--- src/msd_pkg.sv ---
package msd_pkg;

    // field widths
    localparam int AXIS_W    = 16;
    localparam int DZ_W      = 15;
    localparam int NUM_W     = 26;
    localparam int TICK_W    = 10;
    localparam int WHEELS    = 4;
    localparam int WHEEL_W   = 2;
    localparam int MAG_W     = 17;
    localparam int CMD_W     = 18;
    localparam int PERIOD_W  = 18;
    localparam int ACC_W     = 19;
    localparam int CFG_W     = 26;
    localparam int CFG_IDX_W = 3;
    localparam int S_DATA_W  = 48;
    localparam int M_DATA_W  = 80;

    // divider sizing
    localparam int DIV_W     = 32;
    localparam int DIV_CNT_W = 5;
    localparam int DIV_NB_W  = 6;

    // quotient bits per kind of division
    localparam logic [DIV_NB_W-1:0] SCALE_BITS  = DIV_NB_W'(DIV_W);
    localparam logic [DIV_NB_W-1:0] PERIOD_BITS = DIV_NB_W'(NUM_W);
    localparam logic [DIV_NB_W-1:0] MOD_BITS    = DIV_NB_W'(ACC_W);

    // stick full scale, at most 32768
    localparam int AXIS_FULL_SCALE = 32768;

    localparam logic [PERIOD_W-1:0] PERIOD_MAX   = {PERIOD_W{1'b1}};
    localparam logic [PERIOD_W-1:0] RESET_PERIOD = PERIOD_W'(400);

    // register reset values
    localparam logic [DZ_W-1:0]   RST_DEADZONE  = DZ_W'(1500);
    localparam logic [DZ_W-1:0]   RST_STOP_THR  = DZ_W'(97);
    localparam logic [NUM_W-1:0]  RST_NUMERATOR = NUM_W'(13113850);
    localparam logic [TICK_W-1:0] RST_TICK_US   = TICK_W'(200);
    localparam logic [WHEELS-1:0] RST_REV_MASK  = WHEELS'(12);

    // configuration register indexes
    typedef enum logic [CFG_IDX_W-1:0] {
        REG_DEADZONE   = 3'd0,
        REG_STOP_THR   = 3'd1,
        REG_NUMERATOR  = 3'd2,
        REG_TICK_US    = 3'd3,
        REG_REV_MASK   = 3'd4
    } cfg_reg_t;

    // input word kinds
    typedef enum logic {
        OP_REPORT = 1'b0,
        OP_TICK   = 1'b1
    } op_t;

    // divider request and response
    typedef struct packed {
        logic                  start;
        logic [DIV_W-1:0]      dividend;
        logic [PERIOD_W-1:0]   divisor;
        logic [DIV_NB_W-1:0]   nbits;
    } div_req_t;

    typedef struct packed {
        logic                  busy;
        logic                  done;
        logic [DIV_W-1:0]      quotient;
        logic [PERIOD_W-1:0]   remainder;
    } div_resp_t;

    // mixer result per wheel
    typedef struct packed {
        logic [WHEELS-1:0][MAG_W-1:0] mag;
        logic [WHEELS-1:0]            nonzero;
        logic [WHEELS-1:0]            positive;
    } mix_t;

endpackage

--- src/msd_divider.sv ---
module msd_divider (
    input  logic                clk,
    input  logic                rst_n,
    input  msd_pkg::div_req_t   req,
    output msd_pkg::div_resp_t  resp
);
    import msd_pkg::*;

    logic                 busy_reg, busy_next;
    logic                 done_reg, done_next;
    logic [DIV_CNT_W-1:0] cnt_reg, cnt_next;
    logic [DIV_W-1:0]     dividend_reg, dividend_next;
    logic [PERIOD_W-1:0]  divisor_reg, divisor_next;
    logic [PERIOD_W-1:0]  rem_reg, rem_next;
    logic [DIV_W-1:0]     quot_reg, quot_next;

    logic [PERIOD_W:0]    trial;
    logic                 fits;

    // one restoring step: bring down the next dividend bit
    assign trial = {rem_reg, dividend_reg[cnt_reg]};
    assign fits  = trial >= {1'b0, divisor_reg};

    always_comb
    begin
        busy_next     = busy_reg;
        done_next     = 1'b0;
        cnt_next      = cnt_reg;
        dividend_next = dividend_reg;
        divisor_next  = divisor_reg;
        rem_next      = rem_reg;
        quot_next     = quot_reg;
        if (req.start)
        begin
            busy_next     = 1'b1;
            cnt_next      = DIV_CNT_W'(req.nbits - DIV_NB_W'(1));
            dividend_next = req.dividend;
            divisor_next  = req.divisor;
            rem_next      = '0;
            quot_next     = '0;
        end
        else if (busy_reg)
        begin
            rem_next  = fits ? PERIOD_W'(trial - {1'b0, divisor_reg}) : trial[PERIOD_W-1:0];
            quot_next = {quot_reg[DIV_W-2:0], fits};
            cnt_next  = cnt_reg - DIV_CNT_W'(1);
            if (cnt_reg == '0)
            begin
                busy_next = 1'b0;
                done_next = 1'b1;
            end
        end
    end

    // control
    always_ff @(posedge clk or negedge rst_n)
    begin
        if (!rst_n)
        begin
            busy_reg <= 1'b0;
            done_reg <= 1'b0;
            cnt_reg  <= '0;
        end
        else
        begin
            busy_reg <= busy_next;
            done_reg <= done_next;
            cnt_reg  <= cnt_next;
        end
    end

    // datapath
    always_ff @(posedge clk)
    begin
        dividend_reg <= dividend_next;
        divisor_reg  <= divisor_next;
        rem_reg      <= rem_next;
        quot_reg     <= quot_next;
    end

    assign resp.busy      = busy_reg;
    assign resp.done      = done_reg;
    assign resp.quotient  = quot_reg;
    assign resp.remainder = rem_reg;

endmodule

--- src/msd_mixer.sv ---
module msd_mixer (
    input  logic [msd_pkg::AXIS_W-1:0] left_x,
    input  logic [msd_pkg::AXIS_W-1:0] left_y,
    input  logic [msd_pkg::AXIS_W-1:0] right_x,
    input  logic [msd_pkg::DZ_W-1:0]   deadzone,
    output msd_pkg::mix_t              mix
);
    import msd_pkg::*;

    logic signed [CMD_W-1:0] x_dz, y_dz, r_dz;
    logic signed [CMD_W-1:0] cmd [WHEELS];

    // deadzone: magnitude strictly below the threshold reads as zero
    function automatic logic signed [CMD_W-1:0] dz(input logic [AXIS_W-1:0] v,
                                                   input logic [DZ_W-1:0] thr);
        logic signed [CMD_W-1:0] sv;
        logic [MAG_W-1:0]        av;
        sv = $signed({{(CMD_W-AXIS_W){v[AXIS_W-1]}}, v});
        av = sv[CMD_W-1] ? MAG_W'(-sv) : MAG_W'(sv);
        return (av < MAG_W'(thr)) ? '0 : sv;
    endfunction

    assign x_dz = dz(left_x, deadzone);
    assign y_dz = dz(left_y, deadzone);
    assign r_dz = dz(right_x, deadzone);

    // wheel mix: front left, rear left, rear right, front right
    assign cmd[0] = y_dz - x_dz - r_dz;
    assign cmd[1] = y_dz + x_dz - r_dz;
    assign cmd[2] = y_dz - x_dz + r_dz;
    assign cmd[3] = y_dz + x_dz + r_dz;

    // magnitude and sign per wheel
    always_comb
    begin
        for (int i = 0; i < WHEELS; i++)
        begin
            mix.mag[i]      = cmd[i][CMD_W-1] ? MAG_W'(-cmd[i]) : MAG_W'(cmd[i]);
            mix.nonzero[i]  = cmd[i] != '0;
            mix.positive[i] = !cmd[i][CMD_W-1] && (cmd[i] != '0);
        end
    end

endmodule

--- src/mecanum_stepper_drive_top.sv ---
// the time of a report grows when the mix is scaled to full scale;
// the time of a tick depends on how many wheels wrap their accumulator
// throughput: one word at a time, the next is taken once the result is registered;
// the time is set by the radix-2 divider (one quotient bit per cycle) shared by all wheels
// reset: asynchronous, active low; registers take their defaults, periods 400,
// accumulators, step pins and direction pins zero
module mecanum_stepper_drive_top (
    input  logic                          clk,
    input  logic                          rst_n,
    // config write port
    input  logic                          cfg_we,
    input  logic [msd_pkg::CFG_IDX_W-1:0] cfg_index,
    input  logic [msd_pkg::CFG_W-1:0]     cfg_data,
    // input stream
    input  logic                          s_tvalid,
    output logic                          s_tready,
    input  logic [msd_pkg::S_DATA_W-1:0]  s_tdata,  // left_x, left_y, right_x
    input  logic                          s_tuser,  // operation
    // output stream
    output logic                          m_tvalid,
    input  logic                          m_tready,
    output logic [msd_pkg::M_DATA_W-1:0]  m_tdata   // step_pins, dir_pins, period_front_left,
                                                    // period_rear_left, period_rear_right,
                                                    // period_front_right
);
    import msd_pkg::*;

    typedef enum logic [9:0] {
        S_IDLE        = 10'b0000000001,
        S_MIX         = 10'b0000000010,
        S_TOP         = 10'b0000000100,
        S_SCALE       = 10'b0000001000,
        S_SCALE_WAIT  = 10'b0000010000,
        S_PERIOD      = 10'b0000100000,
        S_PERIOD_WAIT = 10'b0001000000,
        S_TICK        = 10'b0010000000,
        S_TICK_WAIT   = 10'b0100000000,
        S_DONE        = 10'b1000000000
    } state_t;

    state_t                        state_reg, state_next;
    logic [WHEEL_W-1:0]            wheel_reg, wheel_next;

    // configuration
    logic [DZ_W-1:0]               deadzone_reg;
    logic [DZ_W-1:0]               stop_thr_reg;
    logic [NUM_W-1:0]              numerator_reg;
    logic [TICK_W-1:0]             tick_us_reg;
    logic [WHEELS-1:0]             rev_mask_reg;

    // wheel state
    logic [WHEELS-1:0][PERIOD_W-1:0] period_reg, period_next;
    logic [WHEELS-1:0][ACC_W-1:0]    accum_reg, accum_next;
    logic [WHEELS-1:0]               step_reg, step_next;
    logic [WHEELS-1:0]               dir_reg, dir_next;
    logic [WHEELS-1:0]               dirpin_reg, dirpin_next;

    // working registers
    logic [S_DATA_W-1:0]             axes_reg, axes_next;
    logic [WHEELS-1:0][MAG_W-1:0]    mag_reg, mag_next;
    logic [MAG_W-1:0]                top_reg, top_next;

    // output register
    logic                            out_valid_reg, out_valid_next;
    logic [M_DATA_W-1:0]             out_data_reg, out_data_next;

    mix_t                            mix;
    div_req_t                        div_req;
    div_resp_t                       div_resp;

    logic [MAG_W-1:0]                max01, max23, max_all;
    logic [MAG_W-1:0]                cur_mag;
    logic [PERIOD_W-1:0]             cur_period;
    logic [ACC_W-1:0]                acc_sum;
    logic                            mag_stop;
    logic                            last_wheel;
    logic [PERIOD_W-1:0]             sat_period;

    msd_mixer u_mixer (
        .left_x   (axes_reg[AXIS_W-1:0]),
        .left_y   (axes_reg[2*AXIS_W-1:AXIS_W]),
        .right_x  (axes_reg[3*AXIS_W-1:2*AXIS_W]),
        .deadzone (deadzone_reg),
        .mix      (mix)
    );

    msd_divider u_divider (
        .clk   (clk),
        .rst_n (rst_n),
        .req   (div_req),
        .resp  (div_resp)
    );

    // largest wheel magnitude
    assign max01   = (mag_reg[0] > mag_reg[1]) ? mag_reg[0] : mag_reg[1];
    assign max23   = (mag_reg[2] > mag_reg[3]) ? mag_reg[2] : mag_reg[3];
    assign max_all = (max01 > max23) ? max01 : max23;

    // current wheel operands
    assign cur_mag    = mag_reg[wheel_reg];
    assign cur_period = period_reg[wheel_reg];
    assign acc_sum    = ACC_W'(accum_reg[wheel_reg] + ACC_W'(tick_us_reg));
    assign mag_stop   = (cur_mag == '0) || (cur_mag < MAG_W'(stop_thr_reg));
    assign last_wheel = wheel_reg == WHEEL_W'(WHEELS - 1);
    assign sat_period = (div_resp.quotient > DIV_W'(PERIOD_MAX)) ? PERIOD_MAX
                                                                  : PERIOD_W'(div_resp.quotient);

    assign s_tready = state_reg == S_IDLE;
    assign m_tvalid = out_valid_reg;
    assign m_tdata  = out_data_reg;

    // sequencer
    always_comb
    begin
        state_next     = state_reg;
        wheel_next     = wheel_reg;
        period_next    = period_reg;
        accum_next     = accum_reg;
        step_next      = step_reg;
        dir_next       = dir_reg;
        dirpin_next    = dirpin_reg;
        axes_next      = axes_reg;
        mag_next       = mag_reg;
        top_next       = top_reg;
        out_valid_next = out_valid_reg && !m_tready;
        out_data_next  = out_data_reg;
        div_req        = '0;

        unique case (state_reg)
            S_IDLE:
            begin
                wheel_next = '0;
                if (s_tvalid)
                begin
                    axes_next  = s_tdata;
                    state_next = (op_t'(s_tuser) == OP_TICK) ? S_TICK : S_MIX;
                end
            end

            S_MIX:
            begin
                mag_next = mix.mag;
                for (int i = 0; i < WHEELS; i++)
                begin
                    if (mix.nonzero[i])
                    begin
                        dir_next[i] = mix.positive[i] == rev_mask_reg[i];
                    end
                end
                state_next = S_TOP;
            end

            S_TOP:
            begin
                top_next   = max_all;
                wheel_next = '0;
                state_next = (max_all > MAG_W'(AXIS_FULL_SCALE)) ? S_SCALE : S_PERIOD;
            end

            S_SCALE:
            begin
                div_req.start    = 1'b1;
                div_req.dividend = DIV_W'(cur_mag) * DIV_W'(AXIS_FULL_SCALE);
                div_req.divisor  = PERIOD_W'(top_reg);
                div_req.nbits    = SCALE_BITS;
                state_next       = S_SCALE_WAIT;
            end

            S_SCALE_WAIT:
            begin
                if (div_resp.done)
                begin
                    mag_next[wheel_reg] = MAG_W'(div_resp.quotient);
                    wheel_next          = wheel_reg + WHEEL_W'(1);
                    state_next          = last_wheel ? S_PERIOD : S_SCALE;
                end
            end

            S_PERIOD:
            begin
                if (mag_stop)
                begin
                    period_next[wheel_reg] = '0;
                    wheel_next             = wheel_reg + WHEEL_W'(1);
                    state_next             = last_wheel ? S_DONE : S_PERIOD;
                end
                else
                begin
                    div_req.start    = 1'b1;
                    div_req.dividend = DIV_W'(numerator_reg);
                    div_req.divisor  = PERIOD_W'(cur_mag);
                    div_req.nbits    = PERIOD_BITS;
                    state_next       = S_PERIOD_WAIT;
                end
            end

            S_PERIOD_WAIT:
            begin
                if (div_resp.done)
                begin
                    period_next[wheel_reg] = sat_period;
                    wheel_next             = wheel_reg + WHEEL_W'(1);
                    state_next             = last_wheel ? S_DONE : S_PERIOD;
                end
            end

            S_TICK:
            begin
                if (cur_period == '0)
                begin
                    wheel_next = wheel_reg + WHEEL_W'(1);
                    state_next = last_wheel ? S_DONE : S_TICK;
                end
                else if (acc_sum > ACC_W'(cur_period))
                begin
                    // toggle, latch direction, then wrap the accumulator
                    step_next[wheel_reg]   = !step_reg[wheel_reg];
                    dirpin_next[wheel_reg] = dir_reg[wheel_reg];
                    div_req.start          = 1'b1;
                    div_req.dividend       = DIV_W'(acc_sum);
                    div_req.divisor        = cur_period;
                    div_req.nbits          = MOD_BITS;
                    state_next             = S_TICK_WAIT;
                end
                else
                begin
                    accum_next[wheel_reg] = acc_sum;
                    wheel_next            = wheel_reg + WHEEL_W'(1);
                    state_next            = last_wheel ? S_DONE : S_TICK;
                end
            end

            S_TICK_WAIT:
            begin
                if (div_resp.done)
                begin
                    accum_next[wheel_reg] = ACC_W'(div_resp.remainder);
                    wheel_next            = wheel_reg + WHEEL_W'(1);
                    state_next            = last_wheel ? S_DONE : S_TICK;
                end
            end

            S_DONE:
            begin
                if (!out_valid_reg || m_tready)
                begin
                    out_valid_next = 1'b1;
                    out_data_next  = {period_reg[3], period_reg[2], period_reg[1],
                                      period_reg[0], dirpin_reg, step_reg};
                    state_next     = S_IDLE;
                end
            end

            default:
            begin
                state_next = S_IDLE;
            end
        endcase
    end

    // config registers
    always_ff @(posedge clk or negedge rst_n)
    begin
        if (!rst_n)
        begin
            deadzone_reg  <= RST_DEADZONE;
            stop_thr_reg  <= RST_STOP_THR;
            numerator_reg <= RST_NUMERATOR;
            tick_us_reg   <= RST_TICK_US;
            rev_mask_reg  <= RST_REV_MASK;
        end
        else if (cfg_we)
        begin
            unique case (cfg_reg_t'(cfg_index))
                REG_DEADZONE:  deadzone_reg  <= cfg_data[DZ_W-1:0];
                REG_STOP_THR:  stop_thr_reg  <= cfg_data[DZ_W-1:0];
                REG_NUMERATOR: numerator_reg <= cfg_data[NUM_W-1:0];
                REG_TICK_US:   tick_us_reg   <= cfg_data[TICK_W-1:0];
                REG_REV_MASK:  rev_mask_reg  <= cfg_data[WHEELS-1:0];
                default:       ;
            endcase
        end
    end

    // control and wheel state
    always_ff @(posedge clk or negedge rst_n)
    begin
        if (!rst_n)
        begin
            state_reg     <= S_IDLE;
            wheel_reg     <= '0;
            period_reg    <= {WHEELS{RESET_PERIOD}};
            accum_reg     <= '0;
            step_reg      <= '0;
            dir_reg       <= '0;
            dirpin_reg    <= '0;
            out_valid_reg <= 1'b0;
        end
        else
        begin
            state_reg     <= state_next;
            wheel_reg     <= wheel_next;
            period_reg    <= period_next;
            accum_reg     <= accum_next;
            step_reg      <= step_next;
            dir_reg       <= dir_next;
            dirpin_reg    <= dirpin_next;
            out_valid_reg <= out_valid_next;
        end
    end

    // working and output data
    always_ff @(posedge clk)
    begin
        axes_reg     <= axes_next;
        mag_reg      <= mag_next;
        top_reg      <= top_next;
        out_data_reg <= out_data_next;
    end

    // the shared divider is idle whenever a new word can be taken
    a_div_idle: assert property (@(posedge clk) disable iff (!rst_n)
        s_tready |-> !div_resp.busy)
        else $error("divider busy while accepting a word");

    // a division finishes only while the sequencer waits for it
    a_done_wait: assert property (@(posedge clk) disable iff (!rst_n)
        div_resp.done |-> (state_reg == S_SCALE_WAIT || state_reg == S_PERIOD_WAIT ||
                           state_reg == S_TICK_WAIT))
        else $error("divider result with no sequencer waiting");

    // an accepted word blocks the input until its result is out
    a_one_word: assert property (@(posedge clk) disable iff (!rst_n)
        (s_tvalid && s_tready) |=> !s_tready)
        else $error("second word taken while one is in progress");

    // a new result appears only after the finishing step
    a_out_load: assert property (@(posedge clk) disable iff (!rst_n)
        $rose(m_tvalid) |-> $past(state_reg == S_DONE))
        else $error("result word raised outside the finishing step");

endmodule
--- config.mk ---
export PLATFORM = sky130hd
export DESIGN_NAME = mecanum_stepper_drive_top
export DESIGN_NICKNAME = d
export VERILOG_FILES = /design/src/msd_pkg.sv /design/src/msd_divider.sv /design/src/msd_mixer.sv /design/src/mecanum_stepper_drive_top.sv
export SDC_FILE = /design/constraint.sdc
export NUM_CORES = 1
export LEC_CHECK = 0
export ABC_AREA = 1
export BUFFER_PORTS_ARGS = -buffer_cell sky130_fd_sc_hd__buf_4
export CAP_MARGIN = 20
export CORE_ASPECT_RATIO = 2
export CORE_MARGIN = 2
export CORE_UTILIZATION = 60
export DETAILED_ROUTE_END_ITERATION = 10
export PLACE_DENSITY = 0.78
export SLEW_MARGIN = 5
export SYNTH_ARGS = -nofsm -noshare
export SYNTH_HDL_FRONTEND = slang
export SYNTH_SLANG_ARGS = --single-unit
--- constraint.sdc ---
create_clock -name clk -period 10.3 [get_ports clk]
set_clock_uncertainty 0.2 [all_clocks]
set_input_delay 0 -clock clk [delete_from_list [all_inputs] [get_ports clk]]
set_output_delay 0 -clock clk [all_outputs]
set_load 0.02 [all_outputs]
---- After elaboration in Yosys (flattened, before gate mapping) ----
Cells that the tools add are included.
cells by class
  $add $sub $neg .......................... 18
  multipliers ............................. 0
  div/mod/pow operators ................... 0
  $lt $le $gt $ge ......................... 14
  equal/unequal tests ..................... 29
  shift operators ......................... 0
  multiplexer cells ....................... 83
  bitwise operators ....................... 3
  reduce and logical (&&, ||, !) cells .... 47
operator list
  operator            number
  $mux 76             3
  $mux 17             12
  $mux 57             3
  $pmux 57 s3         1
  $bwmux 76           2
  $pmux 76 s2         1
  $mux 72             2
  $pmux 72 s2         1
  $pmux 68 s2         1
  $mux 18             7
  $mux 10             10
  $pmux 10 s10        1
  $and 72x72->72      1
  $bwmux 72           1
  $not 72->72         1
  $reduce_bool 18->1  4
  $sub 18x18->18      4
  $bwmux 68           1
  $lt 17x15->1        4
  $mux 68             1
  $neg 17->17         4
  $add 18x18->18      3
  $gt 17x17->1        3
  $neg 16->17         3
  other kinds (61)    120
storage, ports and cells
  register bits ........................... 563
  latch bits .............................. 0
  RAM bits ................................ 0
  memory bits (read-only) ................. 0
  output and inout port bits .............. 82
  memories kept ........................... 0

---- Longest topological paths before layout ----
Gate-level depths: netlist (run 1).
  word-level depth ........................ 9
  gate-level depth with buffers ........... 53
  mapped depth without buffers ............ 52

---- Hierarchy ----
Synthesis (run 1) repeated with hierarchy kept, for this count alone.
second synthesis, totals
  cell total of the unflattened synthesis .. 5406
  area total of the unflattened synthesis .. 40123.5 um^2
modules (own cells, without submodules)
  module                     times used  cells an instance  area each (um^2)
  mecanum_stepper_drive_top  1           2508               23281.1
  msd_mixer                  1           2237               11469.8
  msd_divider                1           661                5372.7

---- Worst setup path before layout (run 1) ----
No wires, ideal clock.
  kind .................................... register to register
  from .................................... register axes_reg[17]
  to ...................................... register mag_reg[26] (netlist bit), data pin
  arrival ................................. 6.305 ns
  data required time ...................... 9.848 ns
  setup slack ............................. 3.543 ns
  stages on the path, launching flop included .. 44
  path buffers ............................ 2
  path through ............................ edfxtp_1 > inv_2 > ha_1 > inv_1 > nor3_1 > nand2_1 > nand2_1 > o21ai_0 > inv_1 > o21ai_0 > xor2_1 > ha_1 > a21o_1 > nor2_1 > o211ai_1 > nor2_1 > nand2_1 > inv_1 > (+8 left out) > nand2_1 > nand2_1 > nand2_1 > nor3_1 > o21ai_0 > ha_1 > inv_1 > nor3_1 > nand4_1 > o311ai_0 > inv_1 > nand3_1 > nand2_4 > buf_6 > nand2_1 > nand2_1 > nand2_1 > nand2_1
RTL lines
  what                    RTL line                          RTL
  start, declared         mecanum_stepper_drive_top.sv:59   logic [S_DATA_W-1:0] axes_reg, axes_next;
  start signal, assigned  mecanum_stepper_drive_top.sv:315  axes_reg <= axes_next;
  end signal, assigned    mecanum_stepper_drive_top.sv:316  mag_reg <= mag_next;
  end, declared           mecanum_stepper_drive_top.sv:60   logic [WHEELS-1:0][MAG_W-1:0] mag_reg, mag_next;

==> impl_metrics.json, run 1 <==
{
  "status": "finished, final reports clean",
  "finalMaxSlewViolations": 0,
  "cts-root-buf": "clkbuf_16",
  "cp_common_cell": "nand2_1",
  "die_w_um": 179,
  "drcViolationCount": 0,
  "min_period_over_period_pct": 86.3,
  "overflow": 0,
  "gp_congestion": 1.05,
  "antenna_found_initial": 4,
  "async_flop_share_pct": 44.4,
  "first_pass_iters": 8,
  "rsz0062_at_grt": "false",
  "synthXorXnorAreaFrac_pct": 4.82,
  "synth.most_common_cell": "nand2_1",
  "worst_slew_pin_slew_ps": 1360,
  "cp.arrival_ps": 9040,
  "numCtsBuffers": 50,
  "cts_sinks": 563,
  "htreeDepth": 2,
  "grt_max_degree": 96,
  "synth_commonest_cells": "nand2_1 (1198), inv_1 (539), o21ai_0 (413)",
  "hpwlAfterDp_mm": 103,
  "cp.required_ps": 10450,
  "seq_area_frac_synth_pct": 41.3,
  "vias": 34900,
  "cp_max_fo": 21,
  "die_y_um": 354,
  "synthFlopType": "edfxtp_1",
  "core_area_um2": 60900,
  "ant_nets": 0,
  "fin_setup_tns_ps": 0,
  "placed_cells": 5422,
  "wire_per_inst_um": 24.5,
  "port_buffers": 164,
  "via_per_inst": 6.15,
  "syn_area_per_cell_um2": 7.98,
  "synth_top_family_by_area": "simple AND/OR/NAND/NOR gates",
  "io_pins": 165,
  "synth_top_area_share_pct": 21.5,
  "yosys.area_share.simple_pct": 21.8,
  "synth_cells": 4613,
  "clk_pin_slew_worst_paths_ps": 80,
  "cts_tree": "yes",
  "synthAdderAreaFrac_pct": 9.37,
  "min_period_ps": 8880,
  "path_class": "register to register",
  "drv_cap": 0,
  "fin_cells": 5669,
  "fmax_mhz": 113,
  "setup_viol": 0,
  "fp.dieArea_um2": 63500,
  "ys_ff_latch": 563,
  "cpPeakStageDelay_ps": 610,
  "fin_nets": 5201,
  "initial_utilization_pct": 60.5,
  "post_cts_resized": 0,
  "hold_class": "input port to register",
  "synth-edff-count": 263,
  "area_growth_pct": 13.4,
  "grt_usage_pct": 43.9,
  "row_count": 128,
  "ys_types": 70,
  "drt_iter0_drc": 3351,
  "grt_pass1_wl_mm": 205,
  "yosysWarnings": 0,
  "synth_nets": 4968,
  "drive_above_1_share_pct": 8.70,
  "layout_setup_ws_ps": 1420,
  "synth.area.top_cells": "edfxtp_1 (21%), dfrtp_1 (14%), nand2_1 (12%), ha_1 (9.0%), o21ai_0 (5.6%)",
  "place_ws_ps": 2000,
  "utilization_pct": 68.6,
  "synth_mux_area_share_pct": 0.367,
  "ctsLongestPathBuffers": 3,
  "synth-compound-area-share_pct": 14.1,
  "syn-cell-area_um2": 36800,
  "critical_path.startpoint_type": "register",
  "grt_pass1_vias": 34400,
  "end_kind": "register",
  "crit_slowest_cell": "nand2_1",
  "wl_mm": 139,
  "largest_register_ffs": 80,
  "slew_headroom_pct": 9.28,
  "clk_latency_ps": 650,
  "cts_setup_buffers": 0,
  "yosysTopAreaCell": "edfxtp_1",
  "hold_violations": 0,
  "fillers": 4942
}
[area by class of cell]
cell class	count	area (um^2)	area share [%]
Tap cell	780	976	2.34
Clock inverter	32	402	0.962
Timing Repair Buffer	353	3060	7.32
Clock buffer	61	1360	3.27
Multi-Input combinational cell	3319	18600	44.6
Sequential cell	563	15200	36.4
Inverter	559	2100	5.04
Antenna cell	2	5.00	0.0120
[cell usage in the layout (no fill, tap or decap), drive strengths merged, types with 3 or more instances in the layout]
cell type and count:
nand2 1217, inv 563, o21ai 464, nor2 342, ha 266, edfxtp 263, a21oi 227, dfrtp 210
buf 203, nand3 199, xor2 180, dlygate4sd3 150, nor3 76, o22ai 61, clkbuf 61, nand4 54
dfxtp 50, dfstp 40, o221ai 28, a32o 25, xnor2 21, o21bai 17, clkinv 16, nor4 15
a21o 14, o211ai 13, mux2 12, nand3b 11, o31ai 10, a31oi 8, a32oi 8, o21a 7
bufinv 7, a21boi 7, a22o 6, fa 6, a211oi 5, clkinvlp 5, or2 4, o311ai 3
[cell families (layout without fill, tap and decap cells)]
logic type | Yosys count | after routing
flip-flops | 563 | 563
XOR/XNOR | 201 | 201
AO/OA/AOI/OAI | 911 | 911
multiplexers | 12 | 12
AND/OR/NAND/NOR | 1923 | 1923
adder cells (fa/ha/maj) | 272 | 272
buffers and inverters | 731 | 1005
other | 0 | 2
[metrics by stage]
stage / cell area, um^2 / hold slack [ps]
CTS: 41700 / 13.7
global placement: 38400 / -36.8
detailed placement: 38400 / -40.0
global route: 41800 / 70.4
finish: 41800 / 35.1
floorplan: 36800 / -496
[critical path: cells and delay by family (launching register included)]
family	cells	cell delay [ps]
compound gates	11	2160
xor+xnor	2	380
flops	1	380
buf+inv	8	1180
simple gates	16	2950
fa+ha+maj	5	1310
[metal layers]
metal  share of wire, %  track usage, %  routed length [um]  up-vias
li1                   -               -                   -    15800
met3                7.9            10.4               11000      822
met1                 30            40.0               41100    16200
met5             0.0079               0                  11        -
met2                 49            74.9               67400     1993
met4                 14            47.4               19300        2
[final timing paths]
| path | from | to | slack (ps) | cells past startpoint |
|---|---|---|---|---|
| hold reg to reg | dirpin_reg[1] | m_tdata[5] | 270 | 0 |
| setup reg to reg | axes_reg[0] | mag_reg[1] | 1420 | 42 |
| hold / removal | s_tuser | state_reg[7] | 40 | 4 |
| max in group asynchronous | rst_n | period_reg[13] | 7680 | 5 |
| min in group asynchronous | rst_n | rev_mask_reg[3] | 400 | 3 |
| setup / recovery | axes_reg[0] | mag_reg[1] | 1420 | 42 |
[repair_timing]
item,in CTS,in global routing
hold endpoints to repair,299,0
hold buffers,151,0
endpoints found under the setup margin,0,0
Power of run 1 is left out: the tool's default activity adds up to more than one toggle a clock period on the data nets, which glitch-free logic cannot reach.
==> run 2: changes to the inputs <==
--- a/config.mk
+++ b/config.mk
@@ -9,7 +9,7 @@
 export BUFFER_PORTS_ARGS = -buffer_cell sky130_fd_sc_hd__buf_4
 export CAP_MARGIN = 20
 export CORE_ASPECT_RATIO = 2
-export CORE_MARGIN = 2
+export CORE_MARGIN = 1
 export CORE_UTILIZATION = 60
 export DETAILED_ROUTE_END_ITERATION = 10
 export PLACE_DENSITY = 0.78
==> run 2 against run 1 <==
  * The flow now finishes with violations (design-rule violations)
  * Die area down 1.7%
  * Maximum frequency up 0.45%
  * Clock-buffer cell count unchanged
  * Sequential cell count unchanged
  * Via count down 0.53%
  * Setup slack better by 40 ps
  * Critical path depth up 4
  * Register-to-register slack better by 40 ps
  * Sequential share of layout area about the same
  * Critical endpoint is now mag_reg[66]
  * Largest cell class unchanged
==> impl_metrics.json, run 2 (synthesis gave the netlist of run 1 again) <==
{
  "drt_iter0_drc": 3094,
  "rsz0062_at_grt": "false",
  "vias": 34700,
  "overflow": 0,
  "critical_path.startpoint_type": "register",
  "grt_usage_pct": 44.1,
  "drv_cap": 0,
  "layout_commonest_cell": "nand2_1",
  "gp_congestion": 1.15,
  "crit_slowest_cell": "a21oi_1",
  "fp.dieArea_um2": 62400,
  "antenna_found_initial": 0,
  "grt_pass1_vias": 34100,
  "cp.required_ps": 10470,
  "drive_above_1_share_pct": 8.62,
  "finalMaxSlewViolations": 0,
  "min_period_ps": 8840,
  "cts-root-buf": "clkbuf_16",
  "cts_sinks": 563,
  "numCtsBuffers": 50,
  "min_period_over_period_pct": 85.9,
  "cts_tree": "yes",
  "grt_max_degree": 85,
  "layout_common_cells": "nand2_1 (1198), inv_1 (539), o21ai_0 (413)",
  "io_pins": 165,
  "hold_class": "input port to register",
  "cp_num_buf_inv": 7,
  "area_growth_pct": 13.5,
  "placed_cells": 5417,
  "fin_cells": 5667,
  "core_area_um2": 60700,
  "violations": "design-rule violations",
  "fmax_mhz": 113,
  "slew_headroom_pct": 19.3,
  "hold_violations": 0,
  "fin_nets": 5199,
  "ctsLongestPathBuffers": 3,
  "status": "finished, violations left",
  "drcViolationCount": 2,
  "largest_register_ffs": 80,
  "cpPeakStageDelay_ps": 550,
  "cp_common_cell": "nand2_1",
  "via_per_inst": 6.12,
  "grt_pass1_wl_mm": 203,
  "hpwlAfterDp_mm": 101,
  "port_buffers": 164,
  "worst_slew_pin_slew_ps": 1210,
  "fin_setup_tns_ps": 0,
  "crit_family": "simple AND/OR/NAND/NOR gates",
  "wire_per_inst_um": 24.0,
  "setup_viol": 0,
  "first_pass_iters": 11,
  "end_kind": "register",
  "post_cts_resized": 0,
  "ant_nets": 0,
  "die_w_um": 177,
  "initial_utilization_pct": 60.6,
  "die_y_um": 352,
  "clk_pin_slew_worst_paths_ps": 70,
  "wl_mm": 136,
  "htreeDepth": 2,
  "cp.arrival_ps": 9010,
  "cp_max_fo": 17,
  "path_class": "register to register",
  "clk_latency_ps": 650,
  "row_count": 128
}
-- run 2: cell types whose count changed in the layout (fill, tap and decap cells not counted), moves of 2 or more --
cell      delta
buf_4        -3
inv_6        -2
clkbuf_1     +2
clkbuf_8     -4
-- run 2: repair_timing --
| item | CTS | global route |
|---|---|---|
| endpoints found under the setup margin | 0 | 0 |
| setup buffers | 0 | 0 |
| hold buffers | 150 | 0 |
| hold endpoints to repair | 266 | 0 |
-- run 2: routing by layer --
metal	wire length (um)	track usage (%)	part of all wire [%]
met2	65900	74.7	48
met1	40800	40.2	30
met3	10400	10.4	7.7
met5	0	0	0
met4	19000	49.6	14
-- run 2: final cells by class --
type | instances | area [um^2]
Tap cell | 780 | 976
Fill cell | 4967 | 18900
Antenna cell | 1 | 2.50
Inverter | 559 | 2100
Clock buffer | 61 | 1350
Sequential cell | 563 | 15200
Multi-Input combinational cell | 3319 | 18600
Clock inverter | 33 | 442
Timing Repair Buffer | 351 | 3070
-- run 2: worst register-to-register path: cells and delay by family (launching register included) --
kind,cells,cell delay (ps)
XOR/XNOR,2,550
AND/OR/NAND/NOR,22,2880
AO/OA/AOI/OAI,10,2210
flip-flops,1,380
adder cells (fa/ha/maj),5,1390
buffers and inverters,7,950
-- run 2: path summary, 6_finish.rpt --
kind	startpoint	endpoint	slack, ps	cells after the start
worst min register to register	dirpin_reg[1]	m_tdata[5]	260	0
min in group asynchronous	rst_n	deadzone_reg[10]	420	3
max in group asynchronous	rst_n	period_reg[60]	8580	4
worst max register to register	axes_reg[0]	mag_reg[66]	1460	46
worst max-delay path	axes_reg[0]	mag_reg[66]	1460	46
worst min-delay path	s_tuser	state_reg[7]	20	4
-- run 2: per-stage QoR --
stage	worst slack [ps]	util (%)	cell area (um^2)	hold slack, ps
finish	1460	68.8	41800	21.9
global route	946	68.8	41800	30.8
CTS	2040	68.7	41700	13.3
detailed placement	2110	63.3	38400	-90.2
global placement	2190	63.2	38400	-90.5
floorplan	3540	-	36800	-496
Power of run 2 is left out for the same reason.
